### config.mk
export PLATFORM = sky130hd
export DESIGN_NAME = utf8_to_codepoint_decoder
export DESIGN_NICKNAME = d
export VERILOG_FILES = /design/src/hdl/utf8d_pkg.sv /design/src/hdl/utf8d_front.sv /design/src/hdl/utf8d_queue.sv /design/src/hdl/utf8d_back.sv /design/src/hdl/utf8_to_codepoint_decoder.sv
export SDC_FILE = /design/constraint.sdc
export NUM_CORES = 1
export LEC_CHECK = 0
export BUFFER_PORTS_ARGS = -buffer_cell sky130_fd_sc_hd__buf_4
export CAP_MARGIN = 20
export CORE_ASPECT_RATIO = 0.6
export CORE_UTILIZATION = 55
export CTS_BUF_LIST = sky130_fd_sc_hd__clkbuf_4
export DETAILED_ROUTE_END_ITERATION = 12
export GPL_ROUTABILITY_DRIVEN = 0
export HOLD_SLACK_MARGIN = 0.12
export PLACE_DENSITY_LB_ADDON = 0.1
export SLEW_MARGIN = 10
export SYNTH_ARGS = -nofsm -noshare
export SYNTH_HDL_FRONTEND = slang
export SYNTH_SLANG_ARGS = --single-unit
export TNS_END_PERCENT = 50
### constraint.sdc
create_clock -name clock -period 7.3 [get_ports clock]
set_input_delay 2.19 -clock clock [delete_from_list [all_inputs] [get_ports clock]]
set_output_delay 2.19 -clock clock [all_outputs]
set_load 0.03 [all_outputs]
### src/hdl/utf8d_pkg.sv
// ----------------------------------------------------------------------------
// utf8d_pkg
// Types and constants shared by the UTF-8 decoder front end, queue and back end.
// ----------------------------------------------------------------------------
package utf8d_pkg;

   localparam int BYTE_W = 8;
   localparam int CP_W   = 21;
   localparam int DATA_W = 7;

   localparam logic [CP_W-1:0] CP_MAX    = 21'h10FFFF;
   localparam logic [CP_W-1:0] SURR_LO   = 21'h00D800;
   localparam logic [CP_W-1:0] SURR_HI   = 21'h00DFFF;
   localparam logic [CP_W-1:0] LIM_ONE   = 21'h000080;
   localparam logic [CP_W-1:0] LIM_TWO   = 21'h000800;
   localparam logic [CP_W-1:0] LIM_THREE = 21'h010000;

   localparam logic [2:0] LEN_ONE   = 3'd1;
   localparam logic [2:0] LEN_TWO   = 3'd2;
   localparam logic [2:0] LEN_THREE = 3'd3;
   localparam logic [2:0] LEN_FOUR  = 3'd4;

   // Byte classes as seen by the front end.
   typedef enum logic [2:0] {
      CLS_ASCII,
      CLS_CONT,
      CLS_LEAD2,
      CLS_LEAD3,
      CLS_LEAD4,
      CLS_BAD
   } cls_type;

   // One classified byte on its way from the front end to the back end.
   typedef struct packed {
      cls_type             cls;
      logic [DATA_W-1:0]   data;   // payload bits, already masked for the class
      logic                eos;
   } item_type;

   // Queue status seen by its producer and consumer.
   typedef struct packed {
      logic empty;
      logic full;
   } qstat_type;

endpackage

### src/hdl/utf8d_front.sv
// ----------------------------------------------------------------------------
// utf8d_front
// Classifies each incoming byte and strips its marker bits before queuing it.
// ----------------------------------------------------------------------------
module utf8d_front
   import utf8d_pkg::*;
(
   input  logic [BYTE_W-1:0] in_byte,
   input  logic              end_of_string,
   output item_type          item
);

   always_comb begin
      item.eos  = end_of_string;
      item.data = '0;
      case (in_byte) inside
         [8'h00:8'h7F]: begin
            item.cls  = CLS_ASCII;
            item.data = in_byte[6:0];
         end
         [8'h80:8'hBF]: begin
            item.cls  = CLS_CONT;
            item.data = {1'b0, in_byte[5:0]};
         end
         [8'hC0:8'hDF]: begin
            item.cls  = CLS_LEAD2;
            item.data = {2'b00, in_byte[4:0]};
         end
         [8'hE0:8'hEF]: begin
            item.cls  = CLS_LEAD3;
            item.data = {3'b000, in_byte[3:0]};
         end
         [8'hF0:8'hF7]: begin
            item.cls  = CLS_LEAD4;
            item.data = {4'b0000, in_byte[2:0]};
         end
         default: begin
            item.cls  = CLS_BAD;
         end
      endcase
   end

endmodule

### src/hdl/utf8d_queue.sv
// ----------------------------------------------------------------------------
// utf8d_queue
// Small register queue that decouples the classifier from the decoder.
// ----------------------------------------------------------------------------
module utf8d_queue
   import utf8d_pkg::*;
#(
   parameter int DEPTH = 4
)
(
   input  logic      clock,
   input  logic      reset,
   input  logic      push,
   input  item_type  push_item,
   input  logic      pop,
   output item_type  head_item,
   output qstat_type status
);

   localparam int PTR_W = (DEPTH > 1) ? $clog2(DEPTH) : 1;
   localparam int CNT_W = $clog2(DEPTH + 1);
   localparam logic [PTR_W-1:0] PTR_LAST = PTR_W'(DEPTH - 1);
   localparam logic [CNT_W-1:0] CNT_FULL = CNT_W'(DEPTH);

   item_type         slot_ff [DEPTH];
   logic [PTR_W-1:0] wr_ptr_ff, wr_ptr_in;
   logic [PTR_W-1:0] rd_ptr_ff, rd_ptr_in;
   logic [CNT_W-1:0] count_ff, count_in;

   assign status.empty = (count_ff == '0);
   assign status.full  = (count_ff == CNT_FULL);
   assign head_item    = slot_ff[rd_ptr_ff];

   always_comb begin
      wr_ptr_in = wr_ptr_ff;
      rd_ptr_in = rd_ptr_ff;
      count_in  = count_ff;
      if (push) begin
         wr_ptr_in = (wr_ptr_ff == PTR_LAST) ? '0 : wr_ptr_ff + 1'b1;
      end
      if (pop) begin
         rd_ptr_in = (rd_ptr_ff == PTR_LAST) ? '0 : rd_ptr_ff + 1'b1;
      end
      if (push && !pop) begin
         count_in = count_ff + 1'b1;
      end else if (pop && !push) begin
         count_in = count_ff - 1'b1;
      end
   end

   always_ff @(posedge clock) begin
      if (reset) begin
         wr_ptr_ff <= '0;
         rd_ptr_ff <= '0;
         count_ff  <= '0;
      end else begin
         wr_ptr_ff <= wr_ptr_in;
         rd_ptr_ff <= rd_ptr_in;
         count_ff  <= count_in;
      end
      if (push) begin
         slot_ff[wr_ptr_ff] <= push_item;
      end
   end

`ifndef SYNTHESIS
   a_no_overflow: assert property (@(posedge clock) disable iff (reset)
      status.full |-> !push)
      else $error("queue pushed while full");
   a_no_underflow: assert property (@(posedge clock) disable iff (reset)
      status.empty |-> !pop)
      else $error("queue popped while empty");
   a_count_range: assert property (@(posedge clock) disable iff (reset)
      count_ff <= CNT_FULL)
      else $error("queue count out of range");
`endif

endmodule

### src/hdl/utf8d_back.sv
// ----------------------------------------------------------------------------
// utf8d_back
// Sequence decoder: gathers payload bits, validates, and holds the result register.
// ----------------------------------------------------------------------------
module utf8d_back
   import utf8d_pkg::*;
(
   input  logic            clock,
   input  logic            reset,
   input  item_type        head_item,
   input  qstat_type       q_status,
   output logic            pop,
   output logic            rsp_valid,
   input  logic            rsp_ready,
   output logic [CP_W-1:0] rsp_code_point,
   output logic            rsp_has_code_point,
   output logic            rsp_decode_error,
   output logic            rsp_string_done
);

   logic [CP_W-1:0] partial_ff, partial_in;
   logic [1:0]      remain_ff, remain_in;
   logic [2:0]      seqlen_ff, seqlen_in;
   logic            err_ff, err_in;

   logic            valid_ff, valid_in;
   logic [CP_W-1:0] cp_ff, cp_in;
   logic            has_ff, has_in;
   logic            derr_ff, derr_in;
   logic            done_ff, done_in;

   logic            emit, set_fail;
   logic [CP_W-1:0] emit_cp;
   logic            emit_has;
   logic [CP_W-1:0] joined;
   logic [1:0]      remain_dec;
   logic [2:0]      need_len;

   assign pop = !q_status.empty && (!valid_ff || rsp_ready);

   assign joined     = {partial_ff[CP_W-7:0], head_item.data[5:0]};
   assign remain_dec = remain_ff - 1'b1;

   always_comb begin
      if (joined < LIM_ONE) begin
         need_len = LEN_ONE;
      end else if (joined < LIM_TWO) begin
         need_len = LEN_TWO;
      end else if (joined < LIM_THREE) begin
         need_len = LEN_THREE;
      end else begin
         need_len = LEN_FOUR;
      end
   end

   always_comb begin
      partial_in = partial_ff;
      remain_in  = remain_ff;
      seqlen_in  = seqlen_ff;
      err_in     = err_ff;
      emit       = 1'b0;
      set_fail   = 1'b0;
      emit_cp    = '0;
      emit_has   = 1'b0;

      if (pop) begin
         if (err_ff) begin
            // Rest of a bad string is dropped; only its end reports.
            emit = head_item.eos;
         end else if (remain_ff == 2'd0) begin
            case (head_item.cls)
               CLS_ASCII: begin
                  emit     = 1'b1;
                  emit_has = 1'b1;
                  emit_cp  = CP_W'(head_item.data);
               end
               CLS_LEAD2: begin
                  seqlen_in  = LEN_TWO;
                  remain_in  = 2'd1;
                  partial_in = CP_W'(head_item.data);
                  set_fail   = head_item.eos;
               end
               CLS_LEAD3: begin
                  seqlen_in  = LEN_THREE;
                  remain_in  = 2'd2;
                  partial_in = CP_W'(head_item.data);
                  set_fail   = head_item.eos;
               end
               CLS_LEAD4: begin
                  seqlen_in  = LEN_FOUR;
                  remain_in  = 2'd3;
                  partial_in = CP_W'(head_item.data);
                  set_fail   = head_item.eos;
               end
               default: begin
                  set_fail = 1'b1;
               end
            endcase
         end else if (head_item.cls != CLS_CONT) begin
            // The offending byte is consumed, not taken as a new lead.
            set_fail = 1'b1;
         end else if (remain_dec != 2'd0) begin
            partial_in = joined;
            remain_in  = remain_dec;
            set_fail   = head_item.eos;
         end else begin
            partial_in = '0;
            remain_in  = 2'd0;
            seqlen_in  = '0;
            if (joined > CP_MAX || (joined >= SURR_LO && joined <= SURR_HI)
                || need_len != seqlen_ff) begin
               set_fail = 1'b1;
            end else begin
               emit     = 1'b1;
               emit_has = 1'b1;
               emit_cp  = joined;
            end
         end

         if (set_fail) begin
            emit       = 1'b1;
            emit_has   = 1'b0;
            emit_cp    = '0;
            err_in     = 1'b1;
            remain_in  = 2'd0;
            seqlen_in  = '0;
            partial_in = '0;
         end
         if (emit && head_item.eos) begin
            err_in     = 1'b0;
            remain_in  = 2'd0;
            seqlen_in  = '0;
            partial_in = '0;
         end
      end
   end

   always_comb begin
      valid_in = valid_ff && !rsp_ready;
      cp_in    = cp_ff;
      has_in   = has_ff;
      derr_in  = derr_ff;
      done_in  = done_ff;
      if (emit) begin
         valid_in = 1'b1;
         cp_in    = emit_cp;
         has_in   = emit_has;
         // An error result, or the end of a string that already failed.
         derr_in  = !emit_has;
         done_in  = head_item.eos;
      end
   end

   always_ff @(posedge clock) begin
      if (reset) begin
         partial_ff <= '0;
         remain_ff  <= '0;
         seqlen_ff  <= '0;
         err_ff     <= 1'b0;
         valid_ff   <= 1'b0;
      end else begin
         partial_ff <= partial_in;
         remain_ff  <= remain_in;
         seqlen_ff  <= seqlen_in;
         err_ff     <= err_in;
         valid_ff   <= valid_in;
      end
      cp_ff   <= cp_in;
      has_ff  <= has_in;
      derr_ff <= derr_in;
      done_ff <= done_in;
   end

   assign rsp_valid          = valid_ff;
   assign rsp_code_point     = cp_ff;
   assign rsp_has_code_point = has_ff;
   assign rsp_decode_error   = derr_ff;
   assign rsp_string_done    = done_ff;

`ifndef SYNTHESIS
   a_has_xor_err: assert property (@(posedge clock) disable iff (reset)
      valid_ff |-> (has_ff != derr_ff))
      else $error("result carries both or neither of code point and error");
   a_err_no_seq: assert property (@(posedge clock) disable iff (reset)
      err_ff |-> (remain_ff == 2'd0 && seqlen_ff == 3'd0))
      else $error("sequence still open after an error");
   a_remain_fits: assert property (@(posedge clock) disable iff (reset)
      (remain_ff != 2'd0) |-> ({1'b0, remain_ff} < seqlen_ff))
      else $error("bytes still due exceed sequence length");
   a_done_clears: assert property (@(posedge clock) disable iff (reset)
      (emit && head_item.eos) |=> (!err_ff && remain_ff == 2'd0))
      else $error("state not cleared after end of string");
`endif

endmodule

### src/hdl/utf8_to_codepoint_decoder.sv
// ----------------------------------------------------------------------------
// utf8_to_codepoint_decoder
// UTF-8 to Unicode scalar value decoder with validation, one byte per transfer.
//
//   Channel | Direction | Handshake            | Payload
//   req     | in        | req_valid/req_ready  | in_byte, end_of_string
//   rsp     | out       | rsp_valid/rsp_ready  | code_point, has_code_point,
//           |           |                      | decode_error, string_done
//
// While rsp is not stalled, sustained rate is one byte per cycle; the decoder
// back end handles one queued byte per cycle. A byte is queued, then its result
// registered. Reset is synchronous and clears the queue, the sequence state and
// rsp_valid. Bytes that produce no result still pass through the queue. A
// stalled rsp side fills the queue; req_ready drops only when it is full.
// ----------------------------------------------------------------------------
module utf8_to_codepoint_decoder
   import utf8d_pkg::*;
#(
   parameter int QUEUE_DEPTH = 4
)
(
   input  logic              clock,
   input  logic              reset,
   input  logic              req_valid,
   output logic              req_ready,
   input  logic [BYTE_W-1:0] req_in_byte,
   input  logic              req_end_of_string,
   output logic              rsp_valid,
   input  logic              rsp_ready,
   output logic [CP_W-1:0]   rsp_code_point,
   output logic              rsp_has_code_point,
   output logic              rsp_decode_error,
   output logic              rsp_string_done
);

   item_type  front_item;
   item_type  head_item;
   qstat_type q_status;
   logic      push;
   logic      pop;

   assign req_ready = !q_status.full;
   assign push      = req_valid && req_ready;

   utf8d_front u_front (
      .in_byte       (req_in_byte),
      .end_of_string (req_end_of_string),
      .item          (front_item)
   );

   utf8d_queue #(
      .DEPTH (QUEUE_DEPTH)
   ) u_queue (
      .clock     (clock),
      .reset     (reset),
      .push      (push),
      .push_item (front_item),
      .pop       (pop),
      .head_item (head_item),
      .status    (q_status)
   );

   utf8d_back u_back (
      .clock              (clock),
      .reset              (reset),
      .head_item          (head_item),
      .q_status           (q_status),
      .pop                (pop),
      .rsp_valid          (rsp_valid),
      .rsp_ready          (rsp_ready),
      .rsp_code_point     (rsp_code_point),
      .rsp_has_code_point (rsp_has_code_point),
      .rsp_decode_error   (rsp_decode_error),
      .rsp_string_done    (rsp_string_done)
   );

endmodule
**Word-level counts from Yosys, hierarchy flattened**

Memory sizes are Yosys's and may differ from the RTL's. A register that Yosys moved wholly into a read port is not among the register bits.
Cells that the tools add are included.

- Add/sub/neg operators: 5
- Reduce and logical (&&, ||, !) cells: 34
- Bitwise operators: 1
- Multiplexer cells: 69
- Order comparisons: 16
- Eq/ne operators: 13

Operators with widths:

| operator | number |
|---|---|
| $mux 15 | 7 |
| $mux 21 | 4 |
| $mux 3 | 16 |
| $ge 8x8->1 const B | 4 |
| $le 8x8->1 const B | 4 |
| $mux 7 | 4 |
| $mux 1 | 24 |
| $ge 21x16->1 const B | 1 |
| $gt 21x21->1 const B | 1 |
| $le 21x16->1 const B | 1 |
| $lt 21x12->1 const B | 1 |
| $lt 21x17->1 const B | 1 |
| $lt 21x8->1 const B | 1 |
| $mux 2 | 10 |
| $logic_and 1x1->1 | 12 |
| $pmux 3 s3 | 1 |
| $ge 8x1->1 const B | 1 |
| $le 8x7->1 const B | 1 |
| $ne 4x3->1 const B | 2 |
| $reduce_and 4->1 | 2 |
| $logic_not 1->1 | 7 |
| $eq 3x2->1 const B | 2 |
| $eq 3x3->1 const B | 2 |
| $logic_not 3->1 | 2 |
| 20 further kinds | 27 |

- Input port bits: 13
- RAM bits: 44
- Logic and storage cells: 151
- Output and inout bits: 26
- Register bits after elaboration: 53
- Memories: 1

Memories:

| name | depth | width | rd ports | clocked after Yosys merged registers in | wr ports | line | text |
|---|---|---|---|---|---|---|---|
| u_queue.slot_ff | 4 | 11 | 1 | 1 | 1 | utf8d_queue.sv:25 | `item_type slot_ff [DEPTH];` |

**Depth between registers and ports, before layout**

- Depth after elaboration: 17
- Mapped depth: 10

**Modules after synthesis**

Synthesis repeated with hierarchy kept, for this count alone.

- Cell total of the unflattened synthesis: 304
- Area, all modules: 4,212.8 um2

Modules (own cells, without submodules):

| module | area an instance (um2) | cells an instance | sequential area each (um2) | times used |
|---|---|---|---|---|
| utf8d_back | 2,074.5 | 186 | 1,161.1 | 1 |
| utf8d_queue | 2,029.4 | 101 | 1,501.4 | 1 |
| utf8d_front | 98.8 | 15 | 0.0 | 1 |
| utf8_to_codepoint_decoder | 10.0 | 2 | 0.0 | 1 |

**Worst setup path after synthesis**

Ideal clock, no wire load.

- Path kind: input to register
- From: input rsp_ready
- To: register u_back.partial_ff[10]
- Data arrival time: 3.815 ns
- Required time: 7.240 ns
- Library setup time: 0.060 ns
- Path buffers: 1
- Stages on the path: 8
- Path slack: 3.425 ns
- Path through: nand2b_1 o31a_1 clkinv_1 nor2_1 clkbuf_1 nand3_1 nor2_1 a22o_1

- Word-level cells in the longest chain between the ends: 3

Ends and longest elaborated chain:

| item | line | text |
|---|---|---|
| start, declared | utf8_to_codepoint_decoder.sv:29 | `input logic rsp_ready,` |
| $logic_or 1x1->1 | utf8d_back.sv:39 | `assign pop = !q_status.empty && (!valid_ff \|\| rsp_ready);` |
| $logic_and 1x1->1 | utf8d_back.sv:39 |  |
| $reduce_and 4->1 (no line) | -- |  |
| end signal, assigned | utf8d_back.sv:162 | `partial_ff <= partial_in;` |
| end, declared | utf8d_back.sv:21 | `logic [CP_W-1:0] partial_ff, partial_in;` |

Every way passes these cells.
A chain may end at the register's enable or synchronous reset.

**Worst setup path after layout**

- From: input rsp_ready
- To: register u_back.partial_ff[8]

Same word-level chain as after synthesis.

==> results.cfg <==
[outcome]
run_status = complete, no violations

[clock_tree]
ctsResizeCount = 0
path_clk_slew_ps = 160
cts.sinks = 99
htreeDepth = 3
cts_buffer_depth = 2
cts_setup_buffers = 0
numCtsBuffers = 9
cts_tree = yes
clk_latency_ps = 470
cts_hold_buf = 0
clock-root-buffer = clkbuf_4

[pwr]
p_switching_uw = 751
power_frac_comb_pct = 39.1
leakage_uw = 0.00177
cellPowerDensity_mw_per_mm2 = 415
seqPwrFrac_pct = 43.6
irDropWorstVdd_mv = 0.268
p_total_uw = 1940
sw_frac_of_total_pct = 38.7
clockPowerShare_pct = 17.3
power.internal_uw = 1190

[routing]
vias_per_cell = 5.57
drtIter0Drc = 199
wl_mm = 7.48
drc = 0
ant_nets = 0
wire_per_inst_microns = 16.9
drt_pass1_iterations = 5
routed-via-count = 2467

[timing]
fin_skew_ps = 18.4
worst_slew_margin_rel_pct = 31.9
hold_viol = 0
setup_viol = 0
fmax_mhz = 245
rsz0062_at_grt = false
setup_tns_ps = 0
finalMaxSlewViolations = 0
fin_crit_sh_pct = 55.8
period_needed_ps = 4080
worst_pin_slew_ps = 1010
holdWs_ps = 502

[cells_and_area]
fin_cells = 443
syn_to_final_growth_pct = 13.5
diodes = 0
nNetsFinal = 356
drive_gt1_share_pct = 19.2
fin_util_pct = 64.3

[global_routing]
grtUsageTotal_pct = 21.4
antenna_found_initial = 0
grt_pass1_wl_mm = 12.4
grt_max_degree = 25
grt_pass1_vias = 2399
grt_overflow_total = 0

[floorplan]
pin_count = 39
rows = 24
dieArea_sq_mm = 0.00785
core_sq_mm = 0.00727
die_h_microns = 69.0
dieWidth_microns = 114
start_util_pct = 56.7

[logic_synthesis]
mappedNetlistArea_sq_mm = 0.00412
yosysUniqueCellTypes = 46
synth_edf_count = 68
synthCells = 291
ys_seq_elements = 99
async_flop_share_pct = 0
seq_area_frac_synth_pct = 64.6
postSynthAreaPerCell_sq_um = 14.2
yosysWarnings = 0
synth-main-ff-cell = edfxtp_1
synth_nets = 313

[worst_setup_path]
required_ps = 7720
crit_path_max_incr_delay_ps = 680
crit_path_end_kind = register
crit_type = in -> reg
path_common_cell = nor2_1
cp_cell_sequence = buf_4 > nand2b_1 > o31a_1 > clkinv_1 > nor2_1 > nand3_1 > nor2_1 > a22o_1
start_kind = input pin
critPathMaxFanout = 12
worstPathArrival_ps = 4490
cp_slowest_cell = nor2_1

[job]
drv_cap = 0

[hold_path]
hold_path_class = reg -> reg

[placement]
dp_hpwl_mm = 5.25
dp.cells = 427
io_buffers = 38
[cell type report]
type                       instances  area (sq um)
sequential                        99          2660
clock buffer                       9          67.6
multi-input combinational        171          1360
tap                              104           130
timing repair buffer              38           285
clock inverter                     7           110
fill                             576          2590
inverter                          15          56.3
[power by group through the flow]
stage	registers [uW]	logic (uW)	clock network (uW)
2_1_floorplan	972	425	0
3_3_place_gp	859	750	0
3_5_place_dp	862	759	0
4_1_cts	849	762	344
5_1_grt	862	825	363
6_report	847	759	336
[synthesized netlist by cell type (all sizes together) (3+ instances only)]
master / n / area (sq um)
mux4: 11 / 274
a21oi: 8 / 40.0
o211ai: 3 / 22.5
nand2: 15 / 56.3
nor2b: 5 / 31.3
o21ai: 4 / 20.0
nand2b: 4 / 25.0
dfxtp: 31 / 621
and3: 11 / 73.8
inv: 14 / 52.6
nand3: 6 / 30.0
mux2i: 3 / 30.0
clkbuf: 4 / 15.0
nor3: 8 / 40.0
nor4: 4 / 25.0
ha: 8 / 100
o2bb2ai: 3 / 26.3
edfxtp: 68 / 2040
nor2: 19 / 71.3
and2: 20 / 125
a22o: 14 / 123
or3: 3 / 18.8
[cells in the final DEF (no fill, tap or decap), drive strengths merged, types with 2 or more instances in the layout]
cell,netlist,layout
and3,11,11
mux2,2,2
inv,14,17
nand2,15,15
and2,20,20
clkinv,1,2
ha,8,8
clkbuf,4,9
o2bb2ai,3,3
a21oi,8,8
or3,3,3
buf,2,38
nor3,8,8
xor2,2,2
mux4,11,11
edfxtp,68,68
nor4,4,4
nor2b,5,5
nand3,6,6
nor2,19,19
mux2i,3,3
o21ai,4,4
dfxtp,31,31
nand2b,4,4
o211ai,3,3
bufinv,0,2
a22o,14,14
[critical path: cells and delay by family]
kind / cells / cell delay (ps)
AOI/OAI and AO/OA: 2 / 410
buffers and inverters: 2 / 280
and+or+nand+nor: 4 / 1600
[sequential cells by signal, indices dropped and copies added (netlist names), named ones only]
name and cells:
u_back.rsp_string_done 1, u_back.seqlen_ff 3, u_back.partial_ff 15, u_back.rsp_valid 1, u_back.remain_ff 2, u_queue.count_ff 3, u_back.rsp_has_code_point 1, u_queue.rd_ptr_ff 2
u_back.rsp_decode_error 1, u_back.err_ff 1, u_back.rsp_code_point 21, u_queue.slot_ff 44, u_queue.wr_ptr_ff 2
[layer usage]
layer | GRT usage, % | vias to the layer above | part of all wire (%)
met3 | 6.42 | 10 | 6.0
met2 | 30.3 | 70 | 43
met4 | 7.02 | 0 | 0.96
met1 | 31.8 | 1192 | 49
li1 | - | 1195 | -
met5 | 0 | - | 0
[path summary, 6_finish.rpt]
| check | from | to | slack (ps) | depth (start not counted) |
|---|---|---|---|---|
| worst max-delay path | rsp_ready | u_back.partial_ff[8]$_SDFFE_PP0P_ | 3220 | 8 |
| worst min-delay path | u_back.remain_ff[1]$_SDFFE_PP0P_ | u_back.remain_ff[1]$_SDFFE_PP0P_ | 500 | 1 |
| worst min register to register | u_back.remain_ff[1]$_SDFFE_PP0P_ | u_back.remain_ff[1]$_SDFFE_PP0P_ | 500 | 1 |
| worst max register to register | register | u_back.rsp_code_point[2]$_SDFFCE_PP0P_ | 3270 | 7 |
[cells by family (layout without fill, tap and decap cells)]
family                   count (synthesis)  in the layout  share of synthesized area [%]
AO/OA/AOI/OAI                           43             43                           8.50
XOR/XNOR                                 2              2                          0.425
adder cells (fa/ha/maj)                  9              9                           2.92
buffers and inverters                   21             69                           2.28
flip-flops                              99             99                           64.6
multiplexers                            16             16                           7.93
AND/OR/NAND/NOR                        101            101                           13.3
[through the flow]
| stage | setup WS [ps] | area [sq um] |
|---|---|---|
| 2_1_floorplan | 3430 | 4120 |
| 3_3_place_gp | 2940 | 4500 |
| 3_5_place_dp | 2770 | 4500 |
| 4_1_cts | 3230 | 4680 |
| 5_1_grt | 2970 | 4680 |
| 6_report | 3220 | 4680 |
Note: power is estimated with default switching activity, not from simulation.
